==> src/rtl/core/u8d_pkg.sv <==
// Package of the UTF-8 stream decoder: widths, constants and the command type.
// No dependencies; every other file of the decoder imports it.
`timescale 1ns / 1ps

package u8d_pkg;

  localparam int COUNT_WIDTH = 16;
  localparam int CP_W        = 21;
  localparam int IDX_W       = 16;
  // Queue depth between front and back; must be a power of two.
  localparam int FIFO_DEPTH  = 4;
  localparam int PTR_W       = $clog2(FIFO_DEPTH);

  localparam logic [CP_W-1:0] QMARK_CP = CP_W'(63);

  // One beat of work for the back part: n_q replacement marks, then an
  // optional main result.
  typedef struct packed {
    logic [2:0]      n_q;
    logic            main_v;
    logic [CP_W-1:0] main_cp;
    logic            main_rep;
    logic            eot;
  } cmd_t;

endpackage

==> src/rtl/core/u8d_ifs.sv <==
// Channel interfaces of the decoder: byte input and decoded result.
// Depends on u8d_pkg for the field widths.
`timescale 1ns / 1ps

interface u8d_in_if import u8d_pkg::*; ();
  logic       valid;
  logic       ready;
  logic [7:0] in_byte;
  logic       end_of_text;

  modport source (output valid, output in_byte, output end_of_text, input ready);
  modport sink (input valid, input in_byte, input end_of_text, output ready);
endinterface

interface u8d_out_if import u8d_pkg::*; ();
  logic             valid;
  logic             ready;
  logic [CP_W-1:0]  code_point;
  logic             replaced;
  logic [IDX_W-1:0] char_index;
  logic             last_of_run;
  logic             text_done;

  modport source (output valid, output code_point, output replaced, output char_index,
                  output last_of_run, output text_done, input ready);
  modport sink (input valid, input code_point, input replaced, input char_index,
                input last_of_run, input text_done, output ready);
endinterface

==> src/rtl/core/u8d_front.sv <==
// Front part: accepts bytes, tracks the pending sequence and issues commands.
// Depends on u8d_pkg and u8d_in_if.
`timescale 1ns / 1ps

module u8d_front import u8d_pkg::*; (
  input  logic    clk,
  input  logic    rst_n,
  u8d_in_if.sink  in_ch,
  input  logic    q_full,
  output logic    push,
  output cmd_t    cmd
);

  logic [1:0]      exp_r, exp_nxt;
  logic [1:0]      taken_r, taken_nxt;
  logic [CP_W-1:0] partial_r, partial_nxt;
  logic [1:0]      taken_inc;
  logic [2:0]      n_pre;
  logic [1:0]      lead_exp;
  logic [CP_W-1:0] lead_val;
  logic [7:0]      b;
  logic            eot;
  logic            accept;

  assign b           = in_ch.in_byte;
  assign eot         = in_ch.end_of_text;
  assign in_ch.ready = !q_full;
  assign accept      = in_ch.valid && !q_full;
  assign push        = accept && ((cmd.n_q != 3'd0) || cmd.main_v);

  always_comb begin
    lead_exp = 2'd0;
    lead_val = '0;
    priority if (b[7:5] == 3'b110) begin
      lead_exp = 2'd1;
      lead_val = CP_W'(b[4:0]);
    end else if (b[7:4] == 4'b1110) begin
      lead_exp = 2'd2;
      lead_val = CP_W'(b[3:0]);
    end else if (b[7:3] == 5'b11110) begin
      lead_exp = 2'd3;
      lead_val = CP_W'(b[2:0]);
    end else begin
      lead_exp = 2'd0;
    end
  end

  always_comb begin
    cmd         = '0;
    cmd.eot     = eot;
    exp_nxt     = exp_r;
    taken_nxt   = taken_r;
    partial_nxt = partial_r;
    taken_inc   = taken_r + 2'd1;
    n_pre       = 3'd0;
    if ((exp_r != 2'd0) && (b[7:6] == 2'b10)) begin
      if (taken_inc == exp_r) begin
        cmd.main_v  = 1'b1;
        cmd.main_cp = {partial_r[CP_W-7:0], b[5:0]};
        exp_nxt     = 2'd0;
        taken_nxt   = 2'd0;
        partial_nxt = '0;
      end else begin
        taken_nxt   = taken_inc;
        partial_nxt = {partial_r[CP_W-7:0], b[5:0]};
        if (eot) begin
          cmd.n_q = {1'b0, taken_inc} + 3'd1;
        end
      end
    end else begin
      if (exp_r != 2'd0) begin
        n_pre = {1'b0, taken_r} + 3'd1;
      end
      cmd.n_q = n_pre;
      if (!b[7]) begin
        cmd.main_v  = 1'b1;
        cmd.main_cp = CP_W'(b);
        exp_nxt     = 2'd0;
        taken_nxt   = 2'd0;
        partial_nxt = '0;
      end else if (lead_exp != 2'd0) begin
        exp_nxt     = lead_exp;
        taken_nxt   = 2'd0;
        partial_nxt = lead_val;
        if (eot) begin
          cmd.n_q = n_pre + 3'd1;
        end
      end else begin
        cmd.main_v   = 1'b1;
        cmd.main_cp  = QMARK_CP;
        cmd.main_rep = 1'b1;
        exp_nxt      = 2'd0;
        taken_nxt    = 2'd0;
        partial_nxt  = '0;
      end
    end
    if (eot) begin
      exp_nxt     = 2'd0;
      taken_nxt   = 2'd0;
      partial_nxt = '0;
    end
  end

  always_ff @(posedge clk) begin
    if (!rst_n) begin
      exp_r     <= 2'd0;
      taken_r   <= 2'd0;
      partial_r <= '0;
    end else if (accept) begin
      exp_r     <= exp_nxt;
      taken_r   <= taken_nxt;
      partial_r <= partial_nxt;
    end
  end

endmodule

==> src/rtl/core/u8d_fifo.sv <==
// Short command queue between the front and back parts.
// Depends on u8d_pkg for the command type and depth.
`timescale 1ns / 1ps

module u8d_fifo import u8d_pkg::*; (
  input  logic clk,
  input  logic rst_n,
  input  logic push,
  input  cmd_t wr_cmd,
  input  logic pop,
  output cmd_t rd_cmd,
  output logic empty,
  output logic full
);

  cmd_t             mem_r [FIFO_DEPTH];
  logic [PTR_W-1:0] wr_ptr_r;
  logic [PTR_W-1:0] rd_ptr_r;
  logic [PTR_W:0]   cnt_r;

  assign empty  = (cnt_r == '0);
  assign full   = (cnt_r == (PTR_W+1)'(FIFO_DEPTH));
  assign rd_cmd = mem_r[rd_ptr_r];

  always_ff @(posedge clk) begin
    if (push) begin
      mem_r[wr_ptr_r] <= wr_cmd;
    end
  end

  always_ff @(posedge clk) begin
    if (!rst_n) begin
      wr_ptr_r <= '0;
      rd_ptr_r <= '0;
      cnt_r    <= '0;
    end else begin
      if (push) begin
        wr_ptr_r <= wr_ptr_r + 1'b1;
      end
      if (pop) begin
        rd_ptr_r <= rd_ptr_r + 1'b1;
      end
      if (push && !pop) begin
        cnt_r <= cnt_r + 1'b1;
      end else if (pop && !push) begin
        cnt_r <= cnt_r - 1'b1;
      end
    end
  end

endmodule

==> src/rtl/core/u8d_back.sv <==
// Back part: expands each command into result beats and keeps the index.
// Depends on u8d_pkg and u8d_out_if.
`timescale 1ns / 1ps

module u8d_back import u8d_pkg::*; (
  input  logic      clk,
  input  logic      rst_n,
  input  cmd_t      cmd,
  input  logic      q_empty,
  output logic      pop,
  u8d_out_if.source out_ch
);

  logic [2:0]             sub_r;
  logic [COUNT_WIDTH-1:0] count_r;
  logic                   out_valid_r;
  logic [CP_W-1:0]        cp_r;
  logic                   rep_r;
  logic [IDX_W-1:0]       idx_r;
  logic                   last_r;
  logic                   done_r;
  logic [2:0]             total;
  logic                   is_last;
  logic                   load;
  logic                   emit;
  logic                   is_q;

  assign total   = cmd.n_q + {2'b00, cmd.main_v};
  assign is_last = ((sub_r + 3'd1) == total);
  assign is_q    = (sub_r < cmd.n_q);
  assign load    = !out_valid_r || out_ch.ready;
  assign emit    = load && !q_empty;
  assign pop     = emit && is_last;

  always_ff @(posedge clk) begin
    if (!rst_n) begin
      sub_r       <= 3'd0;
      count_r     <= '0;
      out_valid_r <= 1'b0;
    end else begin
      if (load) begin
        out_valid_r <= !q_empty;
      end
      if (emit) begin
        sub_r <= is_last ? 3'd0 : sub_r + 3'd1;
        if (is_last && cmd.eot) begin
          count_r <= '0;
        end else if (count_r != '1) begin
          count_r <= count_r + 1'b1;
        end
      end
    end
  end

  always_ff @(posedge clk) begin
    if (emit) begin
      cp_r   <= is_q ? QMARK_CP : cmd.main_cp;
      rep_r  <= is_q ? 1'b1 : cmd.main_rep;
      idx_r  <= IDX_W'(count_r);
      last_r <= is_last;
      done_r <= is_last && cmd.eot;
    end
  end

  assign out_ch.valid       = out_valid_r;
  assign out_ch.code_point  = cp_r;
  assign out_ch.replaced    = rep_r;
  assign out_ch.char_index  = idx_r;
  assign out_ch.last_of_run = last_r;
  assign out_ch.text_done   = done_r;

endmodule

==> src/rtl/core/utf8_stream_decoder.sv <==
// Channel  | Dir | Beat contents
// in_ch    | in  | in_byte, end_of_text
// out_ch   | out | code_point, replaced, char_index, last_of_run, text_done
//
// One byte is taken per cycle while the command queue has room.
// A byte causing k results (k is 0 to 4) keeps the back part busy until all k are sent;
// the four-entry queue absorbs these bursts.
// A byte's results are registered in the command queue and then in the back part's output registers.
// Reset is synchronous; the block is ready in the first cycle after it.
// Stalls on out_ch fill the queue and then drop in_ch.ready.
// Depends on u8d_pkg, u8d_ifs, u8d_front, u8d_fifo and u8d_back.
`timescale 1ns / 1ps

module utf8_stream_decoder import u8d_pkg::*; (
  input  logic      clk,
  input  logic      rst_n,
  u8d_in_if.sink    in_ch,
  u8d_out_if.source out_ch
);

  cmd_t wr_cmd;
  cmd_t rd_cmd;
  logic push;
  logic pop;
  logic q_empty;
  logic q_full;

  u8d_front u_front (
    .clk    (clk),
    .rst_n  (rst_n),
    .in_ch  (in_ch),
    .q_full (q_full),
    .push   (push),
    .cmd    (wr_cmd)
  );

  u8d_fifo u_fifo (
    .clk    (clk),
    .rst_n  (rst_n),
    .push   (push),
    .wr_cmd (wr_cmd),
    .pop    (pop),
    .rd_cmd (rd_cmd),
    .empty  (q_empty),
    .full   (q_full)
  );

  u8d_back u_back (
    .clk     (clk),
    .rst_n   (rst_n),
    .cmd     (rd_cmd),
    .q_empty (q_empty),
    .pop     (pop),
    .out_ch  (out_ch)
  );

endmodule

==> src/flat_wrapper.sv <==
// flat-port wrapper written by rule: the top's interface ports become plain ports
module utf8_stream_decoder_flat import u8d_pkg::*;
  (clk, rst_n, in_ch_valid, in_ch_in_byte, in_ch_end_of_text, in_ch_ready, out_ch_valid, out_ch_code_point, out_ch_replaced, out_ch_char_index, out_ch_last_of_run, out_ch_text_done, out_ch_ready);
  u8d_in_if in_ch_i ();
  u8d_out_if out_ch_i ();
  input  logic clk;
  input  logic rst_n;
  input wire logic [$bits(in_ch_i.valid)-1:0] in_ch_valid;
  input wire logic [$bits(in_ch_i.in_byte)-1:0] in_ch_in_byte;
  input wire logic [$bits(in_ch_i.end_of_text)-1:0] in_ch_end_of_text;
  output wire logic [$bits(in_ch_i.ready)-1:0] in_ch_ready;
  output wire logic [$bits(out_ch_i.valid)-1:0] out_ch_valid;
  output wire logic [$bits(out_ch_i.code_point)-1:0] out_ch_code_point;
  output wire logic [$bits(out_ch_i.replaced)-1:0] out_ch_replaced;
  output wire logic [$bits(out_ch_i.char_index)-1:0] out_ch_char_index;
  output wire logic [$bits(out_ch_i.last_of_run)-1:0] out_ch_last_of_run;
  output wire logic [$bits(out_ch_i.text_done)-1:0] out_ch_text_done;
  input wire logic [$bits(out_ch_i.ready)-1:0] out_ch_ready;
  assign in_ch_i.valid = in_ch_valid;
  assign in_ch_i.in_byte = in_ch_in_byte;
  assign in_ch_i.end_of_text = in_ch_end_of_text;
  assign in_ch_ready = in_ch_i.ready;
  assign out_ch_valid = out_ch_i.valid;
  assign out_ch_code_point = out_ch_i.code_point;
  assign out_ch_replaced = out_ch_i.replaced;
  assign out_ch_char_index = out_ch_i.char_index;
  assign out_ch_last_of_run = out_ch_i.last_of_run;
  assign out_ch_text_done = out_ch_i.text_done;
  assign out_ch_i.ready = out_ch_ready;
  utf8_stream_decoder u_core (.clk(clk), .rst_n(rst_n), .in_ch(in_ch_i), .out_ch(out_ch_i));
endmodule
==> config.mk <==
export PLATFORM = sky130hd
export DESIGN_NAME = utf8_stream_decoder_flat
export DESIGN_NICKNAME = d
export VERILOG_FILES = /design/src/rtl/core/u8d_pkg.sv /design/src/rtl/core/u8d_ifs.sv /design/src/rtl/core/u8d_front.sv /design/src/rtl/core/u8d_fifo.sv /design/src/rtl/core/u8d_back.sv /design/src/rtl/core/utf8_stream_decoder.sv /design/src/flat_wrapper.sv
export SDC_FILE = /design/constraint.sdc
export NUM_CORES = 1
export LEC_CHECK = 0
export BUFFER_PORTS_ARGS = -buffer_cell sky130_fd_sc_hd__buf_4
export CAP_MARGIN = 20
export CORE_ASPECT_RATIO = 0.75
export CORE_MARGIN = 1
export CORE_UTILIZATION = 31
export DETAILED_ROUTE_END_ITERATION = 7
export PLACE_DENSITY_LB_ADDON = 0.1
export SETUP_SLACK_MARGIN = 0.15
export SLEW_MARGIN = 10
export SYNTH_ARGS = -nofsm -noshare
export SYNTH_HDL_FRONTEND = slang
export SYNTH_HIERARCHICAL = 1
export SYNTH_SLANG_ARGS = --single-unit
export TNS_END_PERCENT = 5
==> constraint.sdc <==
create_clock -name clk -period 4.1 [get_ports clk]
set_input_delay 0.82 -clock clk [delete_from_list [all_inputs] [get_ports clk]]
set_output_delay 0.82 -clock clk [all_outputs]
set_load 0.005 [all_outputs]
# Word-level counts from Yosys, hierarchy flattened
# Memory sizes are Yosys's and may differ from the RTL's. A register that Yosys moved wholly into a read port is not among the register bits.
# Cells that the tools add are included.
[word_totals]
ramBits = 108
word_cells = 100
out_inout_bits = 42
memories = 1
reg_bits = 86
in_bits = 13
[classes]
magnitude_cmp = 1
reduce_logical = 23
n_addsub = 11
n_eq_ne = 9
n_mux = 41
[mem_list]
columns = ["name", "depth", "width", "read_ports", "rd_clocked_by_memory_dff", "write_ports", "line_no", "text"]
rows = [
  ["u_core.u_fifo.mem_r", 4, 27, 1, 1, 1, "u8d_fifo.sv:16", "cmd_t mem_r [FIFO_DEPTH];"],
]
[op_table]
columns = ["cell", "count"]
rows = [
  ["two-way mux 15 bit", 4],
  ["two-way mux 22 bit", 2],
  ["two-way mux 3 bit", 11],
  ["two-way mux 16 bit", 2],
  ["two-way mux 2 bit", 13],
  ["two-way mux 25 bit", 1],
  ["two-way mux 23 bit", 1],
  ["adder 16 x 1 -> 16 bit (second input constant)", 1],
  ["inequality test 16 bit (second input constant)", 1],
  ["two-way mux 5 bit", 2],
  ["adder 3 x 1 -> 3 bit (second input constant)", 3],
  ["logical AND 1 bit", 8],
  ["nonzero test 2 bit", 4],
  ["adder 2 x 1 -> 2 bit (second input constant)", 3],
  ["adder 2 x 1 -> 3 bit (second input constant)", 2],
  ["equality test 3 bit (second input constant)", 2],
  ["equality test 5 bit (second input constant)", 1],
  ["zero test 1 bit", 5],
  ["equality test 4 bit (second input constant)", 1],
  ["two-way mux 1 bit", 4],
  ["two-way mux 4 bit", 1],
  ["AND reduction 2 bit", 2],
  ["adder 3 x 1 -> 3 bit", 1],
  ["equality test 3 bit", 1],
  ["8 further kinds", 9],
]

# Logic depth before layout (Yosys ltp)
[logic_depth]
depth_word = 15
depth_mapped = 16
depth_no_buf = 14

# Cells and area by module
# Netlist, hierarchy kept.
[by_module_without_submodules]
columns = ["mod", "seq_area_each_um2", "instances", "area_each_um2", "cells_per_inst"]
rows = [
  ["u8d_fifo", 3423.3, 1, 4389.2, 184],
  ["u8d_back", 1601.5, 1, 2716.4, 228],
  ["u8d_front", 380.4, 1, 1302.5, 162],
]

# Least setup slack after synthesis
# No wires, ideal clock.
[synth_path]
kind = "flip-flop to flip-flop"
startpoint = "register with a tool-made name"
endpoint = "register u_core.u_fifo.cnt_r[2]"
synth_period_minus_slack_ps = 3259
required_ps = 4024
setup_time_ps = 76
stages_incl_launch_ff = 16
path_buffers = 1
slack_ps = 841
arrival_ps = 3184
path_cell_list = "dfxtp_1 buf_6 mux4_1 ha_1 ha_1 xor2_1 xnor2_1 nand3b_1 nor2_1 inv_1 ha_1 inv_1 fa_1 xor2_1 or3_1 a21boi_0"
[synth_lines]
columns = ["element", "line_no", "text"]
rows = [
  ["end signal: assignment", "u8d_fifo.sv:44", "cnt_r <= cnt_r + 1'b1;"],
  ["end signal: assignment", "u8d_fifo.sv:46", "cnt_r <= cnt_r - 1'b1;"],
  ["end: declaration", "u8d_fifo.sv:19", "logic [PTR_W:0] cnt_r;"],
]

==> impl_metrics.env <==
export IMPL_start_util=0.320
export IMPL_avgSynthCellArea_um2=14.6
export IMPL_yosysTopAreaCell="edfxtp_1"
export IMPL_maxCapViolCount=0
export IMPL_seq_area_frac_synth=0.643
export IMPL_fmax_mhz=277
export IMPL_p_per_area_mw_per_mm2=603
export IMPL_dr_total_vias=4817
export IMPL_status="finished, final reports clean"
export IMPL_path_max_fanout=10
export IMPL_intPower_uw=4070
export IMPL_clockRootBuffer="clkbuf_16"
export IMPL_place_congestion=0.829
export IMPL_rows=51
export IMPL_pwr_share_seq=0.462
export IMPL_relSlewSlack=0.420
export IMPL_yosysWarnings=6
export IMPL_fillers=2519
export IMPL_hold_path_depth=2
export IMPL_post_route_period_util=0.879
export IMPL_grt_max_degree=55
export IMPL_cts_hold_buffers=0
export IMPL_clk_pin_slew_ns=0.07
export IMPL_start_kind="flop"
export IMPL_required_ns=4.45
export IMPL_antenna_cells=0
export IMPL_peakVddDrop_mv=0.447
export IMPL_async_flop_share=0
export IMPL_worstPathCellList="inv_1 > ha_1 > o21bai_1 > a32oi_4 > nor2_1 > a211o_1 > o41a_1 > ha_1 > inv_1 > fa_1 > xor2_1 > or3_1 > a21boi_0"
export IMPL_clk_path_buf_depth=2
export IMPL_antenna_found_initial=0
export IMPL_synth_cell_types=71
export IMPL_core_mm2=0.0263
export IMPL_finalSetupViolCount=0
export IMPL_cts_tree="yes"
export IMPL_synth_net_count=602
export IMPL_io_buffers=54
export IMPL_drc_errors=0
export IMPL_synth_area_top_cells="edfxtp_1 (53%), dfxtp_1 (11%), mux4_2 (5.4%), and2_1 (3.5%), mux4_1 (2.2%)"
export IMPL_worst_setup_path_type="reg -> reg"
export IMPL_layoutNonFillerInstCount=991
export IMPL_grt_pass1_vias=4878
export IMPL_drt_iter0_drc=402
export IMPL_path_delay_family="compound AO/OA/AOI/OAI gates"
export IMPL_track_usage=0.134
export IMPL_post_cts_buffers=0
export IMPL_timing_rr_end="u_core/u_fifo/cnt_r[2]"
export IMPL_wire_per_inst_um=17.9
export IMPL_finalSetupTns_ns=0
export IMPL_crit_path_top_delay_cell="o41a_1"
export IMPL_synth_top_area_share=0.529
export IMPL_synth_main_ff_cell="edfxtp_1"
export IMPL_fin_worst_skew_ns=0.0183
export IMPL_switching_share=0.306
export IMPL_p_leak_uw=0.00337
export IMPL_hpwl_um=11200
export IMPL_slew_violations=0
export IMPL_postLayoutCellArea_mm2=0.00971
export IMPL_grt_pass1_wl_um=27700
export IMPL_htree_levels=4
export IMPL_clk_latency_ns=0.43
export IMPL_drive_gt1_frac=0.204
export IMPL_synth_edf_count=148
export IMPL_pin_count=55
export IMPL_die_width_um=192
export IMPL_viasPerCell=4.86
export IMPL_worst_path_buf_inv=2
export IMPL_numCtsBuffers=17
export IMPL_die_area_mm2=0.0278
export IMPL_r2r_start="u_core/u_front/taken_r[0]"
export IMPL_finalNetCount=662
export IMPL_reg2reg_depth=13
export IMPL_hold_path_class="reg -> reg"
export IMPL_tightest_slew_ns=0.865
export IMPL_synth_cells=574
export IMPL_crit_arrival_ns=3.96
export IMPL_ant_nets=0
export IMPL_p_comb_frac=0.265
export IMPL_min_delay_start="u_core/u_back/sub_r[1]"
export IMPL_p_clk_frac=0.273
export IMPL_cp_end_kind="flop"
export IMPL_synth_seq_cells=196
export IMPL_power_switching_uw=1790
export IMPL_grt_overflow_total=0
export IMPL_cts_sinks=196
export IMPL_period_minus_slack_ns=3.60
export IMPL_post_dp_cell_area_mm2=0.00913
export IMPL_rsz0062_at_grt="no"
export IMPL_synthesis_area_mm2=0.00841
export IMPL_dr_pass1_iters=4
export IMPL_max_stage_delay_ns=0.56
export IMPL_r2r_slack_ns=0.50
export IMPL_area_growth_syn_to_layout_pct=15.5
export IMPL_die_h_um=145
export IMPL_drt_total_wl_um=17700
export IMPL_hold_end="u_core/u_back/sub_r[1]"
export IMPL_dp_cells=959
export IMPL_hold_viol_final=0
==> cell families (layout without fill, tap and decap cells) <==
| family | count (synthesis) | in the layout | share of synthesized area |
|---|---|---|---|
| AO/OA/AOI/OAI | 83 | 83 | 0.0729 |
| XOR/XNOR | 13 | 13 | 0.0135 |
| adder cells (fa/ha/maj) | 15 | 15 | 0.0232 |
| buffers and inverters | 43 | 116 | 0.0332 |
| flip-flops | 196 | 196 | 0.643 |
| multiplexers | 32 | 32 | 0.0814 |
| AND/OR/NAND/NOR | 192 | 192 | 0.133 |
==> worst min-delay path, stage by stage (launching register included) <==
cell and delay [ns]:
dfxtp_1 0.33, nand2_1 0.06, a21oi_1 0.06
==> registers in the layout, indices dropped and copies added (netlist names), named ones only <==
name	cells
u_core/u_back/out_ch.text_done	1
u_core/u_fifo/wr_ptr_r	2
u_core/u_back/out_ch.code_point	21
u_core/u_back/out_ch.valid	1
u_core/u_back/count_r	16
u_core/u_back/out_ch.replaced	1
u_core/u_back/out_ch.char_index	16
u_core/u_front/partial_r	15
u_core/u_front/taken_r	2
u_core/u_back/out_ch.last_of_run	1
u_core/u_fifo/rd_ptr_r	2
u_core/u_fifo/mem_r	108
u_core/u_back/sub_r	3
u_core/u_fifo/cnt_r	3
u_core/u_front/exp_r	2
==> through the flow <==
stage	utilization	power [uW]	hold slack, ns	setup slack (ns)
2_1_floorplan	-	3790	0.406	0.841
3_3_place_gp	0.347	4340	0.476	0.548
3_5_place_dp	0.347	4360	0.478	0.414
4_1_cts	0.369	5980	0.498	0.403
5_1_grt	0.369	6210	0.527	0.302
6_report	0.369	5860	0.496	0.495
==> Yosys cell counts, types with 3 or more instances <==
| cell | instances |
|---|---|
| mux4_2 | 20 |
| nand2b_1 | 11 |
| o21ai_0 | 9 |
| o21a_1 | 6 |
| dfxtp_1 | 48 |
| a22oi_1 | 10 |
| or3_1 | 3 |
| nand3_1 | 10 |
| buf_2 | 7 |
| clkbuf_1 | 9 |
| mux4_1 | 7 |
| a31oi_1 | 5 |
| a211oi_1 | 3 |
| or4_1 | 4 |
| nor2_1 | 14 |
| xor2_1 | 7 |
| a21boi_0 | 4 |
| nor2b_1 | 18 |
| buf_6 | 4 |
| o31ai_1 | 3 |
| mux2i_1 | 5 |
| o211a_1 | 4 |
| and2_1 | 47 |
| edfxtp_1 | 148 |
| a21oi_1 | 11 |
| nor3_1 | 10 |
| ha_1 | 14 |
| o21ai_1 | 4 |
| nand4_1 | 8 |
| o22ai_1 | 4 |
| and4_1 | 3 |
| inv_1 | 14 |
| nand2_1 | 41 |
| xnor2_1 | 6 |
| clkbuf_8 | 4 |
| and3_1 | 4 |
| o32ai_1 | 3 |
==> power by group through the flow <==
stage               clock network [uW]  logic [uW]  registers (uW)
finish                            1600        1550            2710
global route                      1730        1740            2750
CTS                               1650        1610            2720
detailed placement                   0        1600            2760
global placement                     0        1590            2740
floorplan                            0        1040            2760
==> final cells by class <==
class / instances / area [um2] / area share
repair buffers: 68 / 510 / 0.0526
clock inverters: 14 / 148 / 0.0152
inverters: 16 / 62.6 / 0.00644
flip-flops and latches: 196 / 5410 / 0.557
multi-input cells: 335 / 2720 / 0.281
clock buffers: 18 / 429 / 0.0442
well taps: 344 / 430 / 0.0443
==> how the worst max path moves through the flow <==
stage / startpoint / end / cells past startpoint
3_5_place_dp: u_core/u_front/taken_r[0] / u_core/u_fifo/cnt_r[2] / 13
5_1_grt: u_core/u_front/taken_r[0] / u_core/u_fifo/cnt_r[2] / 13
6_report: u_core/u_front/taken_r[0] / u_core/u_fifo/cnt_r[2] / 13
2_1_floorplan: flop / u_core/u_fifo/cnt_r[2] / 15
3_3_place_gp: u_core/u_front/taken_r[0] / u_core/u_fifo/cnt_r[2] / 13
4_1_cts: u_core/u_front/taken_r[0] / u_core/u_fifo/cnt_r[2] / 13
==> cells in the final DEF (no fill, tap or decap), drive strengths merged, types with 6 or more instances in the layout <==
cell type | Yosys | routed
edfxtp | 148 | 148
buf | 14 | 68
and2 | 48 | 48
dfxtp | 48 | 48
nand2 | 41 | 41
mux4 | 27 | 27
inv | 16 | 20
nor2b | 18 | 18
clkbuf | 13 | 18
nor2 | 14 | 14
ha | 14 | 14
o21ai | 13 | 13
nand2b | 12 | 12
a21oi | 11 | 11
nand3 | 10 | 10
nor3 | 10 | 10
a22oi | 10 | 10
nand4 | 10 | 10
clkinv | 0 | 10
xor2 | 7 | 7
xnor2 | 6 | 6
o21a | 6 | 6
==> layer usage <==
layer | GRT usage | wire length, um
met5 | 0 | 0
met4 | 0.0452 | 124
met3 | 0.0269 | 631
met2 | 0.198 | 7820
met1 | 0.194 | 9130
==> repair_timing <==
item | CTS | global route
hold endpoints to repair | 0 | 0
gates resized for setup | 0 | 1
endpoints found under the setup margin | 0 | 1
Note: power is estimated with default switching activity, not from simulation.
